**src/rtl/sxt_pkg.sv**
```systemverilog
package sxt_pkg;

  localparam int unsigned RunDepth = 4;

  localparam logic [2:0] KIND_NONE  = 3'd0;
  localparam logic [2:0] KIND_OPEN  = 3'd0;
  localparam logic [2:0] KIND_CLOSE = 3'd1;
  localparam logic [2:0] KIND_NUM   = 3'd2;
  localparam logic [2:0] KIND_SYM   = 3'd3;
  localparam logic [2:0] KIND_STR   = 3'd4;

  localparam logic [7:0] CH_MINUS     = 8'h2D;
  localparam logic [7:0] CH_DOT       = 8'h2E;
  localparam logic [7:0] CH_LPAREN    = 8'h28;
  localparam logic [7:0] CH_RPAREN    = 8'h29;
  localparam logic [7:0] CH_BACKSLASH = 8'h5C;
  localparam logic [7:0] CH_QUOTE     = 8'h22;
  localparam logic [7:0] CH_LOWER_N   = 8'h6E;
  localparam logic [7:0] CH_LOWER_T   = 8'h74;
  localparam logic [7:0] CH_NEWLINE   = 8'h0A;
  localparam logic [7:0] CH_TAB       = 8'h09;
  localparam logic [7:0] CH_SPACE     = 8'h20;
  localparam logic [7:0] CH_ZERO      = 8'h30;
  localparam logic [7:0] CH_NINE      = 8'h39;
  localparam logic [7:0] CH_PRINT_LO  = 8'h21;
  localparam logic [7:0] CH_PRINT_HI  = 8'h7E;

  typedef enum logic [2:0] {
    MODE_IDLE  = 3'd0,
    MODE_MINUS = 3'd1,
    MODE_INT   = 3'd2,
    MODE_FRAC  = 3'd3,
    MODE_SYM   = 3'd4,
    MODE_STR   = 3'd5,
    MODE_ESC   = 3'd6,
    MODE_HALT  = 3'd7
  } mode_t;

  typedef struct packed {
    logic [2:0] kind;
    logic [7:0] ch;
    logic       has;
    logic       first;
    logic       last;
    logic       err;
  } item_t;

  typedef struct packed {
    item_t [RunDepth-1:0] items;
    logic  [2:0]          count;
  } run_t;

  function automatic item_t mk_item(logic [2:0] kind, logic [7:0] ch, logic has,
                                    logic first, logic last, logic err);
    item_t it;
    it.kind  = kind;
    it.ch    = ch;
    it.has   = has;
    it.first = first;
    it.last  = last;
    it.err   = err;
    return it;
  endfunction

  function automatic logic is_digit(logic [7:0] c);
    return (c >= CH_ZERO) && (c <= CH_NINE);
  endfunction

  function automatic logic is_symchar(logic [7:0] c);
    return (c >= CH_PRINT_LO) && (c <= CH_PRINT_HI) && (c != CH_LPAREN) &&
           (c != CH_RPAREN) && (c != CH_QUOTE);
  endfunction

  function automatic logic is_space(logic [7:0] c);
    return (c == CH_SPACE) || (c == CH_TAB) || (c == CH_NEWLINE);
  endfunction

endpackage

```
**src/rtl/sexpr_tokenizer.sv**
```systemverilog
// Streaming S-expression lexer. Source bytes enter on the input channel, with
// end_of_source set on the last byte; tokens leave as runs of tagged items,
// token_first on the first and token_last on the final item, and run_end on
// the last item caused by one byte. A byte is decoded against the scan state
// in the cycle it is transferred and its items (up to three) are loaded into
// an output run buffer that drains one item per cycle while out_ready is high.
// A byte is taken every cycle while it gives at most one item and out_ready
// is high; a byte that gives more items holds the input, which is taken again
// in the cycle its last item is transferred. Bytes that give no item
// (whitespace, a minus, an opening quote, a backslash inside a string) load
// an empty run and leave the input ready. After a byte that cannot start a
// token the block reports an error for every later byte until reset.
module sexpr_tokenizer (
  input  logic       clk,
  input  logic       rst,
  input  logic       in_valid,
  output logic       in_ready,
  input  logic [7:0] char_in,
  input  logic       end_of_source,
  output logic       out_valid,
  input  logic       out_ready,
  output logic [2:0] token_kind,
  output logic [7:0] token_char,
  output logic       has_char,
  output logic       token_first,
  output logic       token_last,
  output logic       error_flag,
  output logic       run_end
);
  import sxt_pkg::*;

  mode_t mode;
  mode_t mode_next;
  logic  open;
  logic  open_next;
  run_t  run;
  item_t item;
  logic  can_load;
  logic  load;

  assign in_ready = can_load;
  assign load     = in_valid && can_load;

  sxt_decode u_decode (
    .char_in       (char_in),
    .end_of_source (end_of_source),
    .mode          (mode),
    .open          (open),
    .mode_next     (mode_next),
    .open_next     (open_next),
    .run           (run)
  );

  always_ff @(posedge clk) begin
    if (rst) begin
      mode <= MODE_IDLE;
      open <= 1'b0;
    end else if (load) begin
      mode <= mode_next;
      open <= open_next;
    end
  end

  sxt_out_buf u_out_buf (
    .clk       (clk),
    .rst       (rst),
    .load      (load),
    .run       (run),
    .can_load  (can_load),
    .out_valid (out_valid),
    .out_ready (out_ready),
    .item      (item),
    .run_end   (run_end)
  );

  assign token_kind  = item.kind;
  assign token_char  = item.ch;
  assign has_char    = item.has;
  assign token_first = item.first;
  assign token_last  = item.last;
  assign error_flag  = item.err;

endmodule

```
**src/rtl/sxt_decode.sv**
```systemverilog
module sxt_decode (
  input  logic [7:0]    char_in,
  input  logic          end_of_source,
  input  sxt_pkg::mode_t mode,
  input  logic          open,
  output sxt_pkg::mode_t mode_next,
  output logic          open_next,
  output sxt_pkg::run_t run
);
  import sxt_pkg::*;

  item_t [RunDepth-1:0] items;
  logic  [2:0]          cnt;
  mode_t                m;
  logic                 op;
  logic                 do_start;

  always_comb begin
    items    = '0;
    cnt      = 3'd0;
    m        = mode;
    op       = open;
    do_start = 1'b0;

    unique case (mode)
      MODE_HALT: begin
        items[cnt[1:0]] = mk_item(KIND_NONE, 8'd0, 1'b0, 1'b0, 1'b0, 1'b1);
        cnt = cnt + 3'd1;
      end
      MODE_MINUS: begin
        if (is_digit(char_in)) begin
          items[cnt[1:0]] = mk_item(KIND_NUM, CH_MINUS, 1'b1, !op, 1'b0, 1'b0);
          op = 1'b1;
          cnt = cnt + 3'd1;
          items[cnt[1:0]] = mk_item(KIND_NUM, char_in, 1'b1, !op, 1'b0, 1'b0);
          cnt = cnt + 3'd1;
          m = MODE_INT;
        end else if (is_symchar(char_in)) begin
          items[cnt[1:0]] = mk_item(KIND_SYM, CH_MINUS, 1'b1, !op, 1'b0, 1'b0);
          op = 1'b1;
          cnt = cnt + 3'd1;
          items[cnt[1:0]] = mk_item(KIND_SYM, char_in, 1'b1, !op, 1'b0, 1'b0);
          cnt = cnt + 3'd1;
          m = MODE_SYM;
        end else begin
          items[cnt[1:0]] = mk_item(KIND_SYM, CH_MINUS, 1'b1, 1'b1, 1'b1, 1'b0);
          cnt = cnt + 3'd1;
          do_start = 1'b1;
        end
      end
      MODE_INT, MODE_FRAC: begin
        if (is_digit(char_in) || (mode == MODE_INT && char_in == CH_DOT)) begin
          items[cnt[1:0]] = mk_item(KIND_NUM, char_in, 1'b1, !op, 1'b0, 1'b0);
          op = 1'b1;
          cnt = cnt + 3'd1;
          if (char_in == CH_DOT) begin
            m = MODE_FRAC;
          end
        end else begin
          items[cnt[1:0]] = mk_item(KIND_NUM, 8'd0, 1'b0, !op, 1'b1, 1'b0);
          cnt = cnt + 3'd1;
          do_start = 1'b1;
        end
      end
      MODE_SYM: begin
        if (is_symchar(char_in)) begin
          items[cnt[1:0]] = mk_item(KIND_SYM, char_in, 1'b1, !op, 1'b0, 1'b0);
          op = 1'b1;
          cnt = cnt + 3'd1;
        end else begin
          items[cnt[1:0]] = mk_item(KIND_SYM, 8'd0, 1'b0, !op, 1'b1, 1'b0);
          cnt = cnt + 3'd1;
          do_start = 1'b1;
        end
      end
      MODE_STR: begin
        if (char_in == CH_BACKSLASH) begin
          m = MODE_ESC;
        end else if (char_in == CH_QUOTE) begin
          items[cnt[1:0]] = mk_item(KIND_STR, 8'd0, 1'b0, !op, 1'b1, 1'b0);
          cnt = cnt + 3'd1;
          op = 1'b0;
          m = MODE_IDLE;
        end else begin
          items[cnt[1:0]] = mk_item(KIND_STR, char_in, 1'b1, !op, 1'b0, 1'b0);
          op = 1'b1;
          cnt = cnt + 3'd1;
        end
      end
      MODE_ESC: begin
        if (char_in == CH_LOWER_N) begin
          items[cnt[1:0]] = mk_item(KIND_STR, CH_NEWLINE, 1'b1, !op, 1'b0, 1'b0);
        end else if (char_in == CH_LOWER_T) begin
          items[cnt[1:0]] = mk_item(KIND_STR, CH_TAB, 1'b1, !op, 1'b0, 1'b0);
        end else begin
          items[cnt[1:0]] = mk_item(KIND_STR, char_in, 1'b1, !op, 1'b0, 1'b0);
        end
        op = 1'b1;
        cnt = cnt + 3'd1;
        m = MODE_STR;
      end
      MODE_IDLE: begin
        do_start = 1'b1;
      end
      default: begin
        do_start = 1'b1;
      end
    endcase

    // byte begins a new token
    if (do_start) begin
      op = 1'b0;
      m = MODE_IDLE;
      if (is_space(char_in)) begin
        m = MODE_IDLE;
      end else if (char_in == CH_LPAREN) begin
        items[cnt[1:0]] = mk_item(KIND_OPEN, char_in, 1'b1, 1'b1, 1'b1, 1'b0);
        cnt = cnt + 3'd1;
      end else if (char_in == CH_RPAREN) begin
        items[cnt[1:0]] = mk_item(KIND_CLOSE, char_in, 1'b1, 1'b1, 1'b1, 1'b0);
        cnt = cnt + 3'd1;
      end else if (char_in == CH_MINUS) begin
        m = MODE_MINUS;
      end else if (is_digit(char_in)) begin
        items[cnt[1:0]] = mk_item(KIND_NUM, char_in, 1'b1, 1'b1, 1'b0, 1'b0);
        cnt = cnt + 3'd1;
        op = 1'b1;
        m = MODE_INT;
      end else if (char_in == CH_QUOTE) begin
        m = MODE_STR;
      end else if (is_symchar(char_in)) begin
        items[cnt[1:0]] = mk_item(KIND_SYM, char_in, 1'b1, 1'b1, 1'b0, 1'b0);
        cnt = cnt + 3'd1;
        op = 1'b1;
        m = MODE_SYM;
      end else begin
        items[cnt[1:0]] = mk_item(KIND_NONE, 8'd0, 1'b0, 1'b0, 1'b0, 1'b1);
        cnt = cnt + 3'd1;
        m = MODE_HALT;
      end
    end

    // end of source flushes whatever is pending
    if (end_of_source) begin
      unique case (m)
        MODE_MINUS: begin
          items[cnt[1:0]] = mk_item(KIND_SYM, CH_MINUS, 1'b1, 1'b1, 1'b1, 1'b0);
          cnt = cnt + 3'd1;
        end
        MODE_INT, MODE_FRAC: begin
          items[cnt[1:0]] = mk_item(KIND_NUM, 8'd0, 1'b0, !op, 1'b1, 1'b0);
          cnt = cnt + 3'd1;
        end
        MODE_SYM: begin
          items[cnt[1:0]] = mk_item(KIND_SYM, 8'd0, 1'b0, !op, 1'b1, 1'b0);
          cnt = cnt + 3'd1;
        end
        MODE_STR: begin
          items[cnt[1:0]] = mk_item(KIND_STR, 8'd0, 1'b0, !op, 1'b1, 1'b0);
          cnt = cnt + 3'd1;
        end
        MODE_ESC: begin
          items[cnt[1:0]] = mk_item(KIND_STR, CH_BACKSLASH, 1'b1, !op, 1'b0, 1'b0);
          op = 1'b1;
          cnt = cnt + 3'd1;
          items[cnt[1:0]] = mk_item(KIND_STR, 8'd0, 1'b0, !op, 1'b1, 1'b0);
          cnt = cnt + 3'd1;
        end
        MODE_IDLE, MODE_HALT: begin
          cnt = cnt;
        end
        default: begin
          cnt = cnt;
        end
      endcase
      if (m != MODE_HALT) begin
        m = MODE_IDLE;
        op = 1'b0;
      end
    end

    mode_next = m;
    open_next = op;
    run.items = items;
    run.count = cnt;
  end

endmodule

```
**src/rtl/sxt_out_buf.sv**
```systemverilog
module sxt_out_buf (
  input  logic          clk,
  input  logic          rst,
  input  logic          load,
  input  sxt_pkg::run_t run,
  output logic          can_load,
  output logic          out_valid,
  input  logic          out_ready,
  output sxt_pkg::item_t item,
  output logic          run_end
);
  import sxt_pkg::*;

  item_t [RunDepth-1:0] items;
  logic  [2:0]          count;
  logic  [1:0]          idx;
  logic                 busy;
  logic                 at_end;
  logic                 last_taken;

  assign at_end     = ({1'b0, idx} == (count - 3'd1));
  assign last_taken = busy && out_ready && at_end;
  assign can_load   = !busy || last_taken;
  assign out_valid  = busy;
  assign item       = items[idx];
  assign run_end    = at_end;

  always_ff @(posedge clk) begin
    if (rst) begin
      busy <= 1'b0;
      idx  <= 2'd0;
    end else if (load) begin
      busy <= (run.count != 3'd0);
      idx  <= 2'd0;
    end else if (busy && out_ready) begin
      if (at_end) begin
        busy <= 1'b0;
      end else begin
        idx <= idx + 2'd1;
      end
    end
  end

  always_ff @(posedge clk) begin
    if (load) begin
      items <= run.items;
      count <= run.count;
    end
  end

endmodule
```
**config.mk**
```make
export PLATFORM = sky130hd
export DESIGN_NAME = sexpr_tokenizer
export DESIGN_NICKNAME = d
export VERILOG_FILES = /design/src/rtl/sxt_pkg.sv /design/src/rtl/sexpr_tokenizer.sv /design/src/rtl/sxt_decode.sv /design/src/rtl/sxt_out_buf.sv
export SDC_FILE = /design/constraint.sdc
export NUM_CORES = 1
export LEC_CHECK = 0
export CORE_UTILIZATION = 26
export CTS_BUF_LIST = sky130_fd_sc_hd__clkbuf_4 sky130_fd_sc_hd__clkbuf_8
export DETAILED_ROUTE_END_ITERATION = 8
export DONT_BUFFER_PORTS = 1
export GPL_TIMING_DRIVEN = 0
export PLACE_DENSITY = 0.46
export SLEW_MARGIN = 20
export SYNTH_ARGS = -nofsm -noshare
export SYNTH_HDL_FRONTEND = slang
export SYNTH_HIERARCHICAL = 1
export SYNTH_SLANG_ARGS = --single-unit
```
**constraint.sdc**
```tcl
create_clock -name clk -period 4.55 [get_ports clk]
set_clock_uncertainty 0.2 [all_clocks]
set_input_delay 0.455 -clock clk [delete_from_list [all_inputs] [get_ports clk]]
set_output_delay 0.455 -clock clk [all_outputs]
set_load 0.01 [all_outputs]
```
Yosys cells after proc, flatten, opt, wreduce, memory -nomap -nowiden
Cells that the tools add are included.
{"block": "totals", "wordCells": 208, "regBits": 70, "inputBits": 13}
{"block": "op_classes", "n_addsub": 5, "n_lt_le_gt_ge": 11, "bitwise": 10, "muxes": 91, "n_reduce_logical": 32, "n_eq_ne": 30}
{"op": "60-bit two-way mux", "n": 9}
{"op": "60-bit bitwise mux", "n": 8}
{"op": "60-bit one-hot mux with 5 select lines", "n": 1}
{"op": "15-bit two-way mux", "n": 7}
{"op": "15-bit demux with 2-bit select", "n": 3}
{"op": "15-bit one-hot mux with 6 select lines", "n": 1}
{"op": "3-bit two-way mux", "n": 24}
{"op": "28-bit by 56-bit AND with 56-bit output", "n": 1}
{"op": "56-bit NOT", "n": 1}
{"op": "52-bit AND", "n": 1}
{"op": "52-bit NOT", "n": 1}
{"op": "8-bit by 6-bit equality test with 1-bit output (second input constant)", "n": 6}
{"op": "12-bit two-way mux", "n": 4}
{"op": "36-bit OR", "n": 1}
{"op": "15-bit binary-select mux with 2-bit select", "n": 1}
{"op": "30-bit two-way mux", "n": 1}
{"op": "24-bit AND", "n": 1}
{"op": "3-bit equality test (second input constant)", "n": 8}
{"op": "8-bit by 7-bit equality test with 1-bit output (second input constant)", "n": 3}
{"op": "8-bit by 6-bit != test with 1-bit output (second input constant)", "n": 3}
{"op": "24-bit NOT", "n": 1}
{"op": "1-bit two-way mux", "n": 23}
{"op": "3-bit one-hot mux with 3 select lines", "n": 2}
{"op": "8-bit by 4-bit equality test with 1-bit output (second input constant)", "n": 2}
{"op": "other kinds (29)", "n": 66}

Logic depth before layout (Yosys ltp)
{"block": "depth", "word_depth": 26, "depth_mapped": 18, "ltp_nobuf": 16}

Hierarchy
The synthesis kept the hierarchy.
{"mod": "sxt_out_buf", "instances": 1, "area_per_inst_um2": 2534.9, "cells_each": 114}
{"mod": "sxt_decode", "instances": 1, "area_per_inst_um2": 2487.4, "cells_each": 397}
{"mod": "sexpr_tokenizer", "instances": 1, "area_per_inst_um2": 183.9, "cells_each": 19}

Least setup slack after synthesis
Ideal clock, no wire load.
{"block": "synth_path", "path_type": "input -> register", "start": "input char_in[0]", "end": "register u_out_buf.busy (netlist: u_out_buf/out_valid)", "path_slack_ns": 0.323, "cell_stages": 15, "required_time_ns": 4.229, "arrival_time_ns": 3.907, "path_buffers": 2, "setup_ns": 0.121, "path_cell_list": "buf_2 -> and3_1 -> a41o_1 -> or3_1 -> buf_2 -> a221oi_2 -> nor3_1 -> xnor2_1 -> ha_1 -> nor2_1 -> o2111a_1 -> or3_1 -> nor3_1 -> a211oi_1 -> o31a_1"}
{"element": "from (decl)", "line_no": "sexpr_tokenizer.sv:18", "source": "input logic [7:0] char_in,"}
{"element": "to (signal assigned)", "line_no": "sxt_out_buf.sv:33", "source": "busy <= (run.count != 3'd0);"}
{"element": "to (decl)", "line_no": "sxt_out_buf.sv:17", "source": "logic busy;"}

==> impl_metrics.yaml <==
synth:
  syn_area_mm2: 0.005206
  synth_area_per_cell_um2: 9.823
  yosysWarnings: 6
  ys_seq_area_frac: 0.3903
  synth-main-ff-cell: "edfxtp_1"
  synth_top_cell_area_share: 0.3634
  synth_cell_types: 85
  yosysTopAreaCell: "edfxtp_1"
  ys_ff_latch: 70
  synthTopCellsByArea: "edfxtp_1 (36%), mux4_2 (6.1%), nand2_1 (4.4%)"
  synthArstFlopShare: 0
  synth_edf_count: 63
  syn_inst: 530
detailed_routing:
  drt_iter0_drc: 446
  firstDrtPassIters: 5
  ant_nets: 0
  drcViolationCount: 0
  vias_per_cell: 5.666
  vias: 4618
  wl_per_cell_um: 21.25
  wirelength_mm: 17.32
die:
  chipWidth_um: 143.5
  rows: 51
  die_h_um: 143.5
  pin_count: 31
  die_area_mm2: 0.02059
  initial_core_util: 0.2666
  core_area_mm2: 0.01953
worst_setup_path:
  r2r_start: "mode[0]"
  cp.arrival_ns: 4.16
  crit_required_ns: 4.42
  endpoint_kind: "flip-flop"
  r2r_end: "u_out_buf/out_valid"
  startpoint_type: "primary input"
  critical_path_class: "primary input to flip-flop"
  rrSetupSlack_ns: 0.43
  reg2regPathDepth: 13
  worstPathMaxFanout: 9
sta:
  finalSetupTns_ns: 0
  setup_viol: 0
  fmax_mhz: 233.1
  whs_ns: 0.07615
  hold_viol_final: 0
  slew_headroom: 0.4443
  fin_crit_sh: 0.9429
  min_period_ns: 4.290
  rsz0062_at_grt: "no"
  finalMaxSlewViolations: 0
  worst_slew_pin_slew_ns: 0.8272
place:
  gp_congestion: 0.9411
  portBuffers: 0
  place_area_mm2: 0.005580
  dp_hpwl_mm: 13.51
  place_inst: 798
min_path:
  hold_start: "rst"
  hold_path_depth: 2
  hold_path_end: "u_out_buf/out_valid"
  hold_class: "primary input to flip-flop"
final_layout:
  layout-drive-gt1-share: 0.1473
  final_cell_mix: "edfxtp_1 (63), nand2_1 (60), a21oi_1 (42)"
  instances_no_fill: 815
  post-route-util: 0.2987
  syn2layout_area_growth_pct: 12.02
  final_nets: 571
  antenna_cells: 0
  final_area_mm2: 0.005832
  layout_commonest_cell: "edfxtp_1"
power:
  powerDensity_mw_per_mm2: 467.0
  ir_drop_mv: 0.1287
  p_leak_nw: 2.039
run_status:
  outcome: "finished, final reports clean"
grt:
  overflow: 0
  grt_pass1_wl_mm: 26.59
  antenna_found_initial: 0
  grt_max_degree: 62
  track_usage: 0.1739
  grt_pass1_vias: 4417
clock_tree:
  clk_pin_slew_worst_paths_ns: 0.08
  tritoncts: "done"
  postCtsSetupBuffers: 0
  cts.sinks: 70
  clockRootBuffer: "clkbuf_8"
  htree_levels: 3
  cts-buffers-inserted: 9
  insertion_delay_ns: 0.35
  cts.path.max_buffers: 2
flow_run:
  cap_viol_max_count: 0
synthesized netlist by cell type, types with 5 or more instances:
library cell / instances
nand3_1: 20
dfxtp_1: 7
o31ai_1: 6
buf_6: 5
inv_1: 18
o211ai_1: 8
or3_1: 9
buf_4: 5
clkbuf_1: 11
nor3_1: 14
o21ai_0: 17
a21oi_1: 44
nand2_1: 61
ha_1: 13
a22oi_1: 10
and4_1: 5
a32oi_1: 5
xnor2_1: 6
nand4_1: 7
o21ai_1: 6
edfxtp_1: 63
and3_1: 5
mux4_2: 14
o21a_1: 5
a31oi_1: 8
buf_2: 9
nor2_1: 36
worst max path at each step:
stage               start                   to  slack (ns)
2_1_floorplan  char_in[0]  u_out_buf/out_valid        0.32
3_3_place_gp   char_in[0]   u_out_buf/items[2]       -0.67
3_5_place_dp   char_in[0]   u_out_buf/items[2]       -0.71
4_1_cts        char_in[0]   u_out_buf/items[2]        0.05
5_1_grt        char_in[0]   u_out_buf/items[9]        0.07
6_report       char_in[0]   u_out_buf/items[6]        0.26
per-layer routing:
layer  global-route usage  vias up  part of all wire
met4              0.06383        0             0.027
li1                     -     2099                 -
met1               0.2412     2292              0.46
met3              0.02499       27             0.056
met5                    0        -                 0
met2               0.2734      200              0.46
power breakdown:
| part | switching (mW) | total, mW | internal [mW] |
|---|---|---|---|
| clock | 0.244 | 0.492 | 0.248 |
| sequential | 0.0495 | 0.952 | 0.902 |
| combinational | 0.832 | 1.28 | 0.447 |
| total | 1.13 | 2.72 | 1.60 |
repair_timing:
action                                  4_1_cts  5_1_grt
endpoints found under the setup margin       32       23
endpoints found under the hold margin         4        0
resized for setup                             2        8
cloned                                        0        0
hold buffers                                  1        0
registers in the layout, indices dropped and copies added (netlist names):
signal               flops
u_out_buf/out_valid      1
mode                     3
u_out_buf/items         60
open                     1
u_out_buf/idx            2
u_out_buf/count          3
stage by stage:
stage,setup slack [ns],power [mW]
4_1_cts,0.04645,2.710
2_1_floorplan,0.3226,1.840
6_report,0.2598,2.723
3_3_place_gp,-0.6656,2.198
3_5_place_dp,-0.7117,2.207
5_1_grt,0.06630,2.878
layout make-up:
cell class | instances | area [µm²]
Clock buffer | 9 | 123.9
Tap cell | 265 | 331.6
Multi-Input combinational cell | 409 | 2975
Clock inverter | 7 | 65.06
Buffer | 33 | 191.4
Timing Repair Buffer | 2 | 37.54
Sequential cell | 70 | 2032
Inverter | 20 | 75.07
Fill cell | 2073 | 13690
kinds of logic after synthesis:
family	Yosys count	share of synthesized area
DFF	70	0.3903
buffers and inverters	53	0.05119
and+or+nand+nor	197	0.1983
adders and majority gates	13	0.03124
muxes	27	0.09541
AOI/OAI and AO/OA	161	0.2158
xor gates and xnor gates	8	0.01706
other	1	0.0007203
worst max-delay path, stage by stage:
cell,delay (ns)
buf_2,0.15
or4_4,0.56
a211oi_4,0.40
or3_1,0.17
buf_2,0.17
nand3_1,0.13
nand2_2,0.18
inv_1,0.10
ha_1,0.30
a21oi_2,0.09
inv_1,0.16
ha_1,0.31
inv_1,0.16
nand2_1,0.22
nor3b_1,0.48
a21oi_1,0.13
(Power assumes the default switching activity.)
